--- src/rtl/core/tno_pkg.sv ---
package tno_pkg;

  // Telnet command bytes
  localparam logic [7:0] B_IAC  = 8'd255;
  localparam logic [7:0] B_DONT = 8'd254;
  localparam logic [7:0] B_DO   = 8'd253;
  localparam logic [7:0] B_WONT = 8'd252;
  localparam logic [7:0] B_WILL = 8'd251;
  localparam logic [7:0] B_SB   = 8'd250;
  localparam logic [7:0] B_SE   = 8'd240;

  // Option codes
  localparam logic [7:0] OPT_ECHO  = 8'd1;
  localparam logic [7:0] OPT_SGA   = 8'd3;
  localparam logic [7:0] OPT_TTYPE = 8'd24;

  // ASCII characters of the terminal type name
  localparam logic [7:0] CH_V    = 8'h76;
  localparam logic [7:0] CH_T    = 8'h74;
  localparam logic [7:0] CH_ONE  = 8'h31;
  localparam logic [7:0] CH_ZERO = 8'h30;

  localparam int unsigned TTYPE_LEN = 10;
  localparam int unsigned IDX_W     = 4;

  typedef enum logic [3:0] {
    PS_NORMAL = 4'd0,
    PS_IAC    = 4'd1,
    PS_DO     = 4'd2,
    PS_DONT   = 4'd3,
    PS_WILL   = 4'd4,
    PS_WONT   = 4'd5,
    PS_SB     = 4'd6,
    PS_SB_IAC = 4'd7,
    PS_SB_TT  = 4'd8
  } parse_state_t;

  // Kind of work handed from the parser to the expander
  typedef enum logic [1:0] {
    CMD_DATA  = 2'd0,
    CMD_REPLY = 2'd1,
    CMD_TTYPE = 2'd2
  } cmd_kind_t;

  typedef struct packed {
    cmd_kind_t  kind;
    logic [7:0] verb;   // second byte of a three-byte reply
    logic [7:0] opt;    // data byte, or option byte of a reply
    logic       echo;   // echo flag after the causing byte
  } cmd_t;

  // Terminal type reply: IAC SB TERMTYPE v t 1 0 0 IAC SE
  function automatic logic [7:0] ttype_byte(input logic [IDX_W-1:0] idx);
    logic [7:0] b;
    unique case (idx)
      4'd0:    b = B_IAC;
      4'd1:    b = B_SB;
      4'd2:    b = OPT_TTYPE;
      4'd3:    b = CH_V;
      4'd4:    b = CH_T;
      4'd5:    b = CH_ONE;
      4'd6:    b = CH_ZERO;
      4'd7:    b = CH_ZERO;
      4'd8:    b = B_IAC;
      4'd9:    b = B_SE;
      default: b = B_IAC;
    endcase
    return b;
  endfunction

endpackage

--- src/rtl/core/telnet_option_negotiator.sv ---
// Channel   | Handshake          | Payload
// ----------+--------------------+---------------------------------------------
// input     | push / full        | rx_byte
// results   | pop / empty        | out_byte, to_server, last, local_echo
//
// A byte is accepted in any cycle in which the command queue has room, so a
// stream of plain bytes passes at one transaction per cycle while pop is held,
// each registered in the queue first. A reply is three result bytes and the
// terminal type reply ten, set by the expander, one byte per cycle while popped.
// While a burst is drained, later bytes keep being parsed until the queue of
// DEPTH commands fills; full then holds off the sender.
// Reset (rst, synchronous) returns the parser to normal data, clears the
// echo flag and empties the queue.
module telnet_option_negotiator #(
  parameter int DEPTH = 4
) (
  input  logic       clk,
  input  logic       rst,
  input  logic       push,
  output logic       full,
  input  logic [7:0] rx_byte,
  output logic       empty,
  input  logic       pop,
  output logic [7:0] out_byte,
  output logic       to_server,
  output logic       last,
  output logic       local_echo
);
  import tno_pkg::*;

  // The front end parses each accepted byte, keeps the IAC sequence position
  // and the echo flag, and produces at most one command per byte. A byte
  // that yields nothing, such as one inside a subnegotiation, leaves the
  // queue alone.
  logic accept;
  logic cmd_valid;
  cmd_t cmd_in;

  // Between the two halves sits a short queue of commands, so that the
  // parser can run ahead while the expander is stalled on the result side.
  logic cmd_present;
  logic q_empty;
  logic cmd_done;
  cmd_t cmd_head;

  assign accept      = push && !full;
  assign cmd_present = !q_empty;
  assign empty       = q_empty;

  tno_front u_front (
    .clk       (clk),
    .rst       (rst),
    .in_valid  (accept),
    .in_byte   (rx_byte),
    .cmd_valid (cmd_valid),
    .cmd       (cmd_in)
  );

  tno_queue #(
    .DEPTH (DEPTH)
  ) u_queue (
    .clk     (clk),
    .rst     (rst),
    .wr      (cmd_valid),
    .wr_data (cmd_in),
    .full    (full),
    .rd      (cmd_done),
    .rd_data (cmd_head),
    .empty   (q_empty)
  );

  // The back end turns the command at the head of the queue into result
  // bytes, one per transaction, and releases the command with the last one.
  tno_back u_back (
    .clk         (clk),
    .rst         (rst),
    .cmd_present (cmd_present),
    .cmd         (cmd_head),
    .pop         (pop),
    .cmd_done    (cmd_done),
    .out_byte    (out_byte),
    .to_server   (to_server),
    .last        (last),
    .local_echo  (local_echo)
  );

endmodule

--- src/rtl/core/tno_front.sv ---
module tno_front (
  input  logic          clk,
  input  logic          rst,
  input  logic          in_valid,
  input  logic [7:0]    in_byte,
  output logic          cmd_valid,
  output tno_pkg::cmd_t cmd
);
  import tno_pkg::*;

  parse_state_t state, state_next;
  logic         echo, echo_next;

  always_ff @(posedge clk) begin
    if (rst) begin
      state <= PS_NORMAL;
      echo  <= 1'b0;
    end else if (in_valid) begin
      state <= state_next;
      echo  <= echo_next;
    end
  end

  always_comb begin
    state_next = PS_NORMAL;
    echo_next  = echo;
    cmd_valid  = 1'b0;
    cmd.kind   = CMD_DATA;
    cmd.verb   = in_byte;
    cmd.opt    = in_byte;
    unique case (state)
      PS_IAC: begin
        priority if (in_byte == B_IAC) begin
          cmd_valid = in_valid;
        end else if (in_byte == B_DO) begin
          state_next = PS_DO;
        end else if (in_byte == B_DONT) begin
          state_next = PS_DONT;
        end else if (in_byte == B_WILL) begin
          state_next = PS_WILL;
        end else if (in_byte == B_WONT) begin
          state_next = PS_WONT;
        end else if (in_byte == B_SB) begin
          state_next = PS_SB;
        end else begin
          state_next = PS_NORMAL;
        end
      end
      PS_DO: begin
        cmd_valid = in_valid;
        cmd.kind  = CMD_REPLY;
        if (in_byte == OPT_TTYPE || in_byte == OPT_ECHO) begin
          cmd.verb = B_WILL;
        end else begin
          cmd.verb = B_WONT;
        end
        if (in_byte == OPT_ECHO) begin
          echo_next = 1'b1;
        end
      end
      PS_WILL: begin
        cmd_valid = in_valid;
        cmd.kind  = CMD_REPLY;
        if (in_byte == OPT_ECHO || in_byte == OPT_TTYPE || in_byte == OPT_SGA) begin
          cmd.verb = B_DO;
        end else begin
          cmd.verb = B_DONT;
        end
        if (in_byte == OPT_ECHO) begin
          echo_next = 1'b0;
        end
      end
      PS_DONT, PS_WONT: begin
        state_next = PS_NORMAL;
      end
      PS_SB: begin
        priority if (in_byte == B_IAC) begin
          state_next = PS_SB_IAC;
        end else if (in_byte == OPT_TTYPE) begin
          state_next = PS_SB_TT;
        end else begin
          state_next = PS_SB;
        end
      end
      PS_SB_IAC: begin
        state_next = (in_byte == B_SE) ? PS_NORMAL : PS_SB;
      end
      PS_SB_TT: begin
        cmd_valid  = in_valid;
        cmd.kind   = CMD_TTYPE;
        state_next = PS_SB;
      end
      default: begin
        // Normal data, and any code that is never entered
        if (in_byte == B_IAC) begin
          state_next = PS_IAC;
        end else begin
          cmd_valid = in_valid;
        end
      end
    endcase
    cmd.echo = echo_next;
  end

endmodule

--- src/rtl/core/tno_queue.sv ---
module tno_queue #(
  parameter int DEPTH = 4
) (
  input  logic          clk,
  input  logic          rst,
  input  logic          wr,
  input  tno_pkg::cmd_t wr_data,
  output logic          full,
  input  logic          rd,
  output tno_pkg::cmd_t rd_data,
  output logic          empty
);
  import tno_pkg::*;

  localparam int PTR_W = (DEPTH > 1) ? $clog2(DEPTH) : 1;
  localparam int CNT_W = $clog2(DEPTH + 1);
  localparam logic [PTR_W-1:0] PTR_LAST = PTR_W'(DEPTH - 1);
  localparam logic [CNT_W-1:0] CNT_FULL = CNT_W'(DEPTH);

  cmd_t             mem [DEPTH];
  logic [PTR_W-1:0] wptr, rptr;
  logic [CNT_W-1:0] count;
  logic             do_wr, do_rd;

  assign full    = (count == CNT_FULL);
  assign empty   = (count == '0);
  assign do_wr   = wr && !full;
  assign do_rd   = rd && !empty;
  assign rd_data = mem[rptr];

  always_ff @(posedge clk) begin
    if (do_wr) begin
      mem[wptr] <= wr_data;
    end
  end

  always_ff @(posedge clk) begin
    if (rst) begin
      wptr  <= '0;
      rptr  <= '0;
      count <= '0;
    end else begin
      if (do_wr) begin
        wptr <= (wptr == PTR_LAST) ? '0 : wptr + 1'b1;
      end
      if (do_rd) begin
        rptr <= (rptr == PTR_LAST) ? '0 : rptr + 1'b1;
      end
      if (do_wr && !do_rd) begin
        count <= count + 1'b1;
      end else if (do_rd && !do_wr) begin
        count <= count - 1'b1;
      end
    end
  end

endmodule

--- src/rtl/core/tno_back.sv ---
module tno_back (
  input  logic          clk,
  input  logic          rst,
  input  logic          cmd_present,
  input  tno_pkg::cmd_t cmd,
  input  logic          pop,
  output logic          cmd_done,
  output logic [7:0]    out_byte,
  output logic          to_server,
  output logic          last,
  output logic          local_echo
);
  import tno_pkg::*;

  localparam logic [IDX_W-1:0] LAST_DATA  = IDX_W'(0);
  localparam logic [IDX_W-1:0] LAST_REPLY = IDX_W'(2);
  localparam logic [IDX_W-1:0] LAST_TTYPE = IDX_W'(TTYPE_LEN - 1);

  logic [IDX_W-1:0] idx;
  logic [IDX_W-1:0] last_idx;
  logic             take;

  always_comb begin
    unique case (cmd.kind)
      CMD_REPLY: last_idx = LAST_REPLY;
      CMD_TTYPE: last_idx = LAST_TTYPE;
      default:   last_idx = LAST_DATA;
    endcase
  end

  always_comb begin
    unique case (cmd.kind)
      CMD_REPLY: begin
        unique case (idx)
          4'd0:    out_byte = B_IAC;
          4'd1:    out_byte = cmd.verb;
          default: out_byte = cmd.opt;
        endcase
      end
      CMD_TTYPE: out_byte = ttype_byte(idx);
      default:   out_byte = cmd.opt;
    endcase
  end

  assign to_server  = (cmd.kind != CMD_DATA);
  assign last       = (idx == last_idx);
  assign local_echo = cmd.echo;
  assign take       = cmd_present && pop;
  assign cmd_done   = take && last;

  always_ff @(posedge clk) begin
    if (rst) begin
      idx <= '0;
    end else if (take) begin
      idx <= last ? '0 : idx + 1'b1;
    end
  end

endmodule

--- config.mk ---
export PLATFORM = sky130hd
export DESIGN_NAME = telnet_option_negotiator
export DESIGN_NICKNAME = d
export VERILOG_FILES = /design/src/rtl/core/tno_pkg.sv /design/src/rtl/core/telnet_option_negotiator.sv /design/src/rtl/core/tno_front.sv /design/src/rtl/core/tno_queue.sv /design/src/rtl/core/tno_back.sv
export SDC_FILE = /design/constraint.sdc
export NUM_CORES = 1
export LEC_CHECK = 0
export BUFFER_PORTS_ARGS = -buffer_cell sky130_fd_sc_hd__buf_2
export CORE_MARGIN = 1
export CORE_UTILIZATION = 25
export CTS_CLUSTER_SIZE = 8
export DETAILED_ROUTE_END_ITERATION = 8
export PLACE_DENSITY = 0.4
export SYNTH_ARGS = -nofsm -noshare
export SYNTH_HDL_FRONTEND = slang
export SYNTH_SLANG_ARGS = --single-unit
--- constraint.sdc ---
create_clock -name clk -period 4.7 [get_ports clk]
set_input_delay 0.47 -clock clk [delete_from_list [all_inputs] [get_ports clk]]
set_output_delay 0.47 -clock clk [all_outputs]
set_load 0.05 [all_outputs]
# [Word level (Yosys, flattened, before mapping)]
# Memory sizes are Yosys's and may differ from the RTL's. A register that Yosys moved wholly into a read port is not among the register bits.
# Index checks and enable logic that the tools add are counted.
[totals] memories=2 mem_bits_rw=76 output_inout_bits=13 input_bits=12 romBits=112 reg_bits=16
[mem_list] memory="(no name shown)" words=16 word_bits=7 rd=1 rd_clocked_by_memory_dff=1 wr=0 line="tno_pkg.sv:55" source="unique case (idx)"
[mem_list] memory="u_queue.mem" words=4 word_bits=19 rd=1 rd_clocked_by_memory_dff=1 wr=1 line="tno_queue.sv:20" source="cmd_t mem [DEPTH];"
[classes] n_addsub=5 muxes=35 eq_ne=25 n_reduce_logical=21
[ops] cell="== test 8 bit, second input constant" count=7
[ops] cell="case mux 8 bit (2 select lines)" count=3
[ops] cell="2-to-1 mux 4 bit" count=10
[ops] cell="case mux 4 bit (5 select lines)" count=1
[ops] cell="== test 4 x 3 -> 1 bit, second input constant" count=4
[ops] cell="2-to-1 mux 3 bit" count=5
[ops] cell="2-to-1 mux 2 bit" count=5
[ops] cell="== test 4 x 1 -> 1 bit, second input constant" count=2
[ops] cell="== test 4 x 2 -> 1 bit, second input constant" count=2
[ops] cell="== test 8 x 1 -> 1 bit, second input constant" count=1
[ops] cell="== test 8 x 2 -> 1 bit, second input constant" count=1
[ops] cell="== test 8 x 5 -> 1 bit, second input constant" count=1
[ops] cell="case mux 4 bit (2 select lines)" count=1
[ops] cell="OR reduction 4 bit" count=2
[ops] cell="logical AND 1 bit" count=7
[ops] cell="2-to-1 mux 1 bit" count=7
[ops] cell="== test 2 bit, second input constant" count=3
[ops] cell="adder 2 x 1 -> 2 bit, second input constant" count=2
[ops] cell="adder 4 x 1 -> 4 bit, second input constant" count=1
[ops] cell="== test 4 bit" count=1
[ops] cell="== test 4 bit, second input constant" count=1
[ops] cell="zero test 1 bit" count=4
[ops] cell="zero test 4 bit" count=1
[ops] cell="case mux 2 bit (2 select lines)" count=1
[ops] cell="11 further kinds" count=13

# [Longest topological paths before layout]
[depth] depth_word=10 mapped_depth=15

# [Cells and area by module]
# From an unflattened synthesis, not the netlist that was laid out.
[hier_totals] hier_cells=385 hier_area_um2=4912.2
[modules_own_cells] mod="tno_queue" cells_each=149 area_per_inst_um2=3241.9 instances=1
[modules_own_cells] mod="tno_back" cells_each=126 area_per_inst_um2=937.1 instances=1
[modules_own_cells] mod="tno_front" cells_each=108 area_per_inst_um2=715.7 instances=1
[modules_own_cells] mod="telnet_option_negotiator" cells_each=2 area_per_inst_um2=17.5 instances=1

# [Least setup slack after synthesis]
# No wires, ideal clock.
[synth_path] path_type="reg-to-reg" start="register with a tool-made name" end="register u_queue.count[2]" path_stages_with_launch=16 n_path_buf=3 period_less_slack_ns=3.882 t_arrival_ns=3.812 path_slack_ns=0.818 setup_time_ns=0.070 path_cell_list="dfxtp_1 > buf_2 > buf_2 > mux4_2 > inv_1 > ha_1 > buf_2 > nand3_1 > a211oi_4 > nand2_1 > ha_1 > inv_1 > fa_1 > xor2_1 > or3_1 > a21oi_1"
[synth_rtl] item="to (signal assigned)" line="tno_queue.sv:50" source="count <= count + 1'b1;"
[synth_rtl] item="to (signal assigned)" line="tno_queue.sv:52" source="count <= count - 1'b1;"
[synth_rtl] item="to (decl)" line="tno_queue.sv:22" source="logic [CNT_W-1:0] count;"

==> impl_metrics.tcl <==
set metrics [dict create \
    status "complete, no violations" \
    synthArstFlopShare_pct 0 \
    cts_tree "done" \
    yosysUniqueCellTypes 59 \
    whs_path_depth 1 \
    rrSetupSlack_ns 1.14 \
    die-height_um 139 \
    power.switching_uw 1160 \
    total_leakage_power_uw 0.00182 \
    worstRegToRegCells 13 \
    critical_path.startpoint_type "flip-flop" \
    core.rowCount 49 \
    worst-setup-path-type "flip-flop to flip-flop" \
    core_area_um2 18200 \
    gp_congestion 0.735 \
    hold_viol 0 \
    ys_seq_area_share_pct 59.0 \
    ios 25 \
    wl_per_cell_um 17.9 \
    initialDrtViolationCount 162 \
    area_delta_synth_final_pct 14.1 \
    period_needed_ns 3.56 \
    vias 3005 \
    routed_wl_mm 11.1 \
    ir_worst_vdd_mv 0.151 \
    setup_tns_ns 0 \
    yosys-top-cells-area "edfxtp_1 48%, dfxtp_1 11%, mux4_2 9.1%" \
    drv_cap 0 \
    ctsHoldBuffers 0 \
    critPathRequiredTime_ns 4.98 \
    grt.total_usage_pct 12.4 \
    ant_nets 0 \
    initial_utilization_pct 25.9 \
    cp.arrival_ns 3.85 \
    yosysMostFrequentCell "edfxtp_1" \
    p_int_uw 1770 \
    clock_tree.buffer_depth 2 \
    fmax_ghz 0.281 \
    hold_path.class "input pin to flip-flop" \
    cts_root_buffer "clkbuf_16" \
    num-fill-cells 1829 \
    report.final.slew_viol_count 0 \
    yosysTopAreaCell "edfxtp_1" \
    ys_top_cells_by_count "76 x edfxtp_1, 34 x nand2_1, 25 x dfxtp_1" \
    grt_pass1_wl_mm 17.9 \
    numPortBuffers 24 \
    yosysWarnings 0 \
    holdWs_ns 0.418 \
    clk_latency_ns 0.36 \
    cts_sinks 101 \
    ys_ff_latch 101 \
    die-area_um2 19400 \
    cts_setup_buffers 0 \
    synth_top_area_share_pct 48.4 \
    n_antenna_cell 0 \
    switching_share_pct 39.6 \
    cp-end-kind "flip-flop" \
    ctsResizeCount 0 \
    die_width_um 139 \
    seqPwrFrac_pct 37.8 \
    layout-drive-gt1-share_pct 19.1 \
    dp_hpwl_mm 7.47 \
    htreeDepth 3 \
    via_per_inst 4.84 \
    fin_nets 414 \
    synth-main-ff-cell "edfxtp_1" \
    powerDensity_nw_per_um2 543 \
    setup_violations 0 \
    avgSynthCellArea_um2 12.9 \
    rsz0062_at_grt "false" \
    finClkSkew_ns 0.00781 \
    clk_pin_slew_ns 0.08 \
    max_slew_margin_pct 52.8 \
    p_comb_share_pct 36.5 \
    cts_made_buffers 9 \
    grt_pass1_vias 3083 \
    synth_nets 392 \
    dr.pass1.iters 4 \
    p_clk_share_pct 25.7 \
    route.detailed.drc 0 \
    synth_edf_count 76 \
    antenna_found_initial 0 \
    worst_pin_slew_ns 0.698 \
    path_max_fanout 18 \
    finalCritPeriodShare_pct 75.8 \
    grt_max_degree 21 \
    syn-cell-area_um2 4720 \
    syn_inst 365 \
    gr-total-overflow 0 \
]
==> routing by layer <==
metal	vias to the layer above	track usage (%)	share of wire [%]
li1	1434	-	-
met4	0	3.98	1.2
met1	1527	16.6	49
met3	11	3.23	3.2
met2	33	19.4	47
met5	-	0	0
==> power groups by stage <==
stage,clock network [µW],logic [µW],registers [µW]
3_3_place_gp,0,1080,1130
4_1_cts,775,1090,1110
6_report,751,1070,1110
3_5_place_dp,0,1090,1130
5_1_grt,809,1170,1120
2_1_floorplan,0,830,1110
==> sequential cells by signal, indices dropped and copies added (netlist names), named ones only <==
| register | flops |
|---|---|
| u_queue.wptr | 2 |
| u_queue.mem | 76 |
| u_queue.count | 3 |
| u_back.idx | 4 |
| u_queue.rptr | 2 |
| u_front.state | 4 |
| u_front.echo | 1 |
==> layout by cell type, fill, tap and decap left out, types with 2 or more instances in the layout <==
cell type / instances
edfxtp_1: 76
nand2_1: 34
dfxtp_1: 25
buf_2: 24
o21ai_0: 22
mux4_2: 19
a21oi_1: 18
inv_1: 17
nor2_1: 15
ha_1: 14
nand3_1: 11
a31oi_1: 11
clkbuf_16: 9
nand2b_1: 6
buf_4: 6
xor2_1: 5
a22oi_1: 5
and2_1: 5
nor3_1: 4
nand4_1: 4
o211ai_1: 3
nor3b_1: 3
nor4b_1: 3
mux2i_1: 3
or3_1: 3
mux2_2: 2
nor4_1: 2
nand3b_1: 2
o32ai_1: 2
xnor2_1: 2
o21a_1: 2
and3_1: 2
a211oi_1: 2
clkinv_8: 2
inv_8: 2
==> cell type report <==
| class | instances | area [µm²] | area share [%] |
|---|---|---|---|
| Multi-Input combinational cell | 227 | 1780 | 33.0 |
| Clock buffer | 9 | 225 | 4.18 |
| Timing Repair Buffer | 30 | 165 | 3.07 |
| Sequential cell | 101 | 2780 | 51.7 |
| Clock inverter | 7 | 80.1 | 1.49 |
| Tap cell | 229 | 287 | 5.32 |
| Inverter | 18 | 67.6 | 1.25 |
==> final timing paths <==
check,to,from
min,u_queue.mem[3][6],rx_byte[5]
max reg2reg,u_queue.count[2],flip-flop
min reg2reg,u_front.echo,u_front.echo
max,u_queue.count[2],flip-flop
==> critical path: stages (launching register included) <==
cell	delay, ns
dfxtp_1	0.36
buf_4	0.38
mux4_2	0.57
inv_1	0.09
ha_1	0.37
nand3_1	0.18
a211oi_4	0.36
nand2_1	0.17
ha_1	0.25
inv_1	0.07
fa_1	0.17
xor2_1	0.08
or3_1	0.30
a21oi_1	0.14
==> metrics by stage <==
step                instance area [µm²]  util [%]  cells  worst slack [ns]  total power, µW
floorplan                          4720         -    365             0.818             1940
global placement                   5080      27.9    605              1.17             2200
detailed placement                 5080      27.9    605              1.10             2210
CTS                                5380      29.6    621              1.06             2970
global route                       5380      29.6    621             0.729             3100
finish                             5380      29.6    621              1.14             2920
==> logic make-up (layout without fill, tap and decap cells) <==
family | after synthesis | in the layout | synth area share [%]
DFF | 101 | 101 | 59.0
AOI/OAI and AO/OA | 79 | 79 | 10.9
and+or+nand+nor | 102 | 102 | 11.1
adders and majority gates | 15 | 15 | 4.14
xor gates and xnor gates | 7 | 7 | 1.30
buffers and inverters | 37 | 64 | 3.37
muxes | 24 | 24 | 10.2
Note: power is estimated with default switching activity, not from simulation.
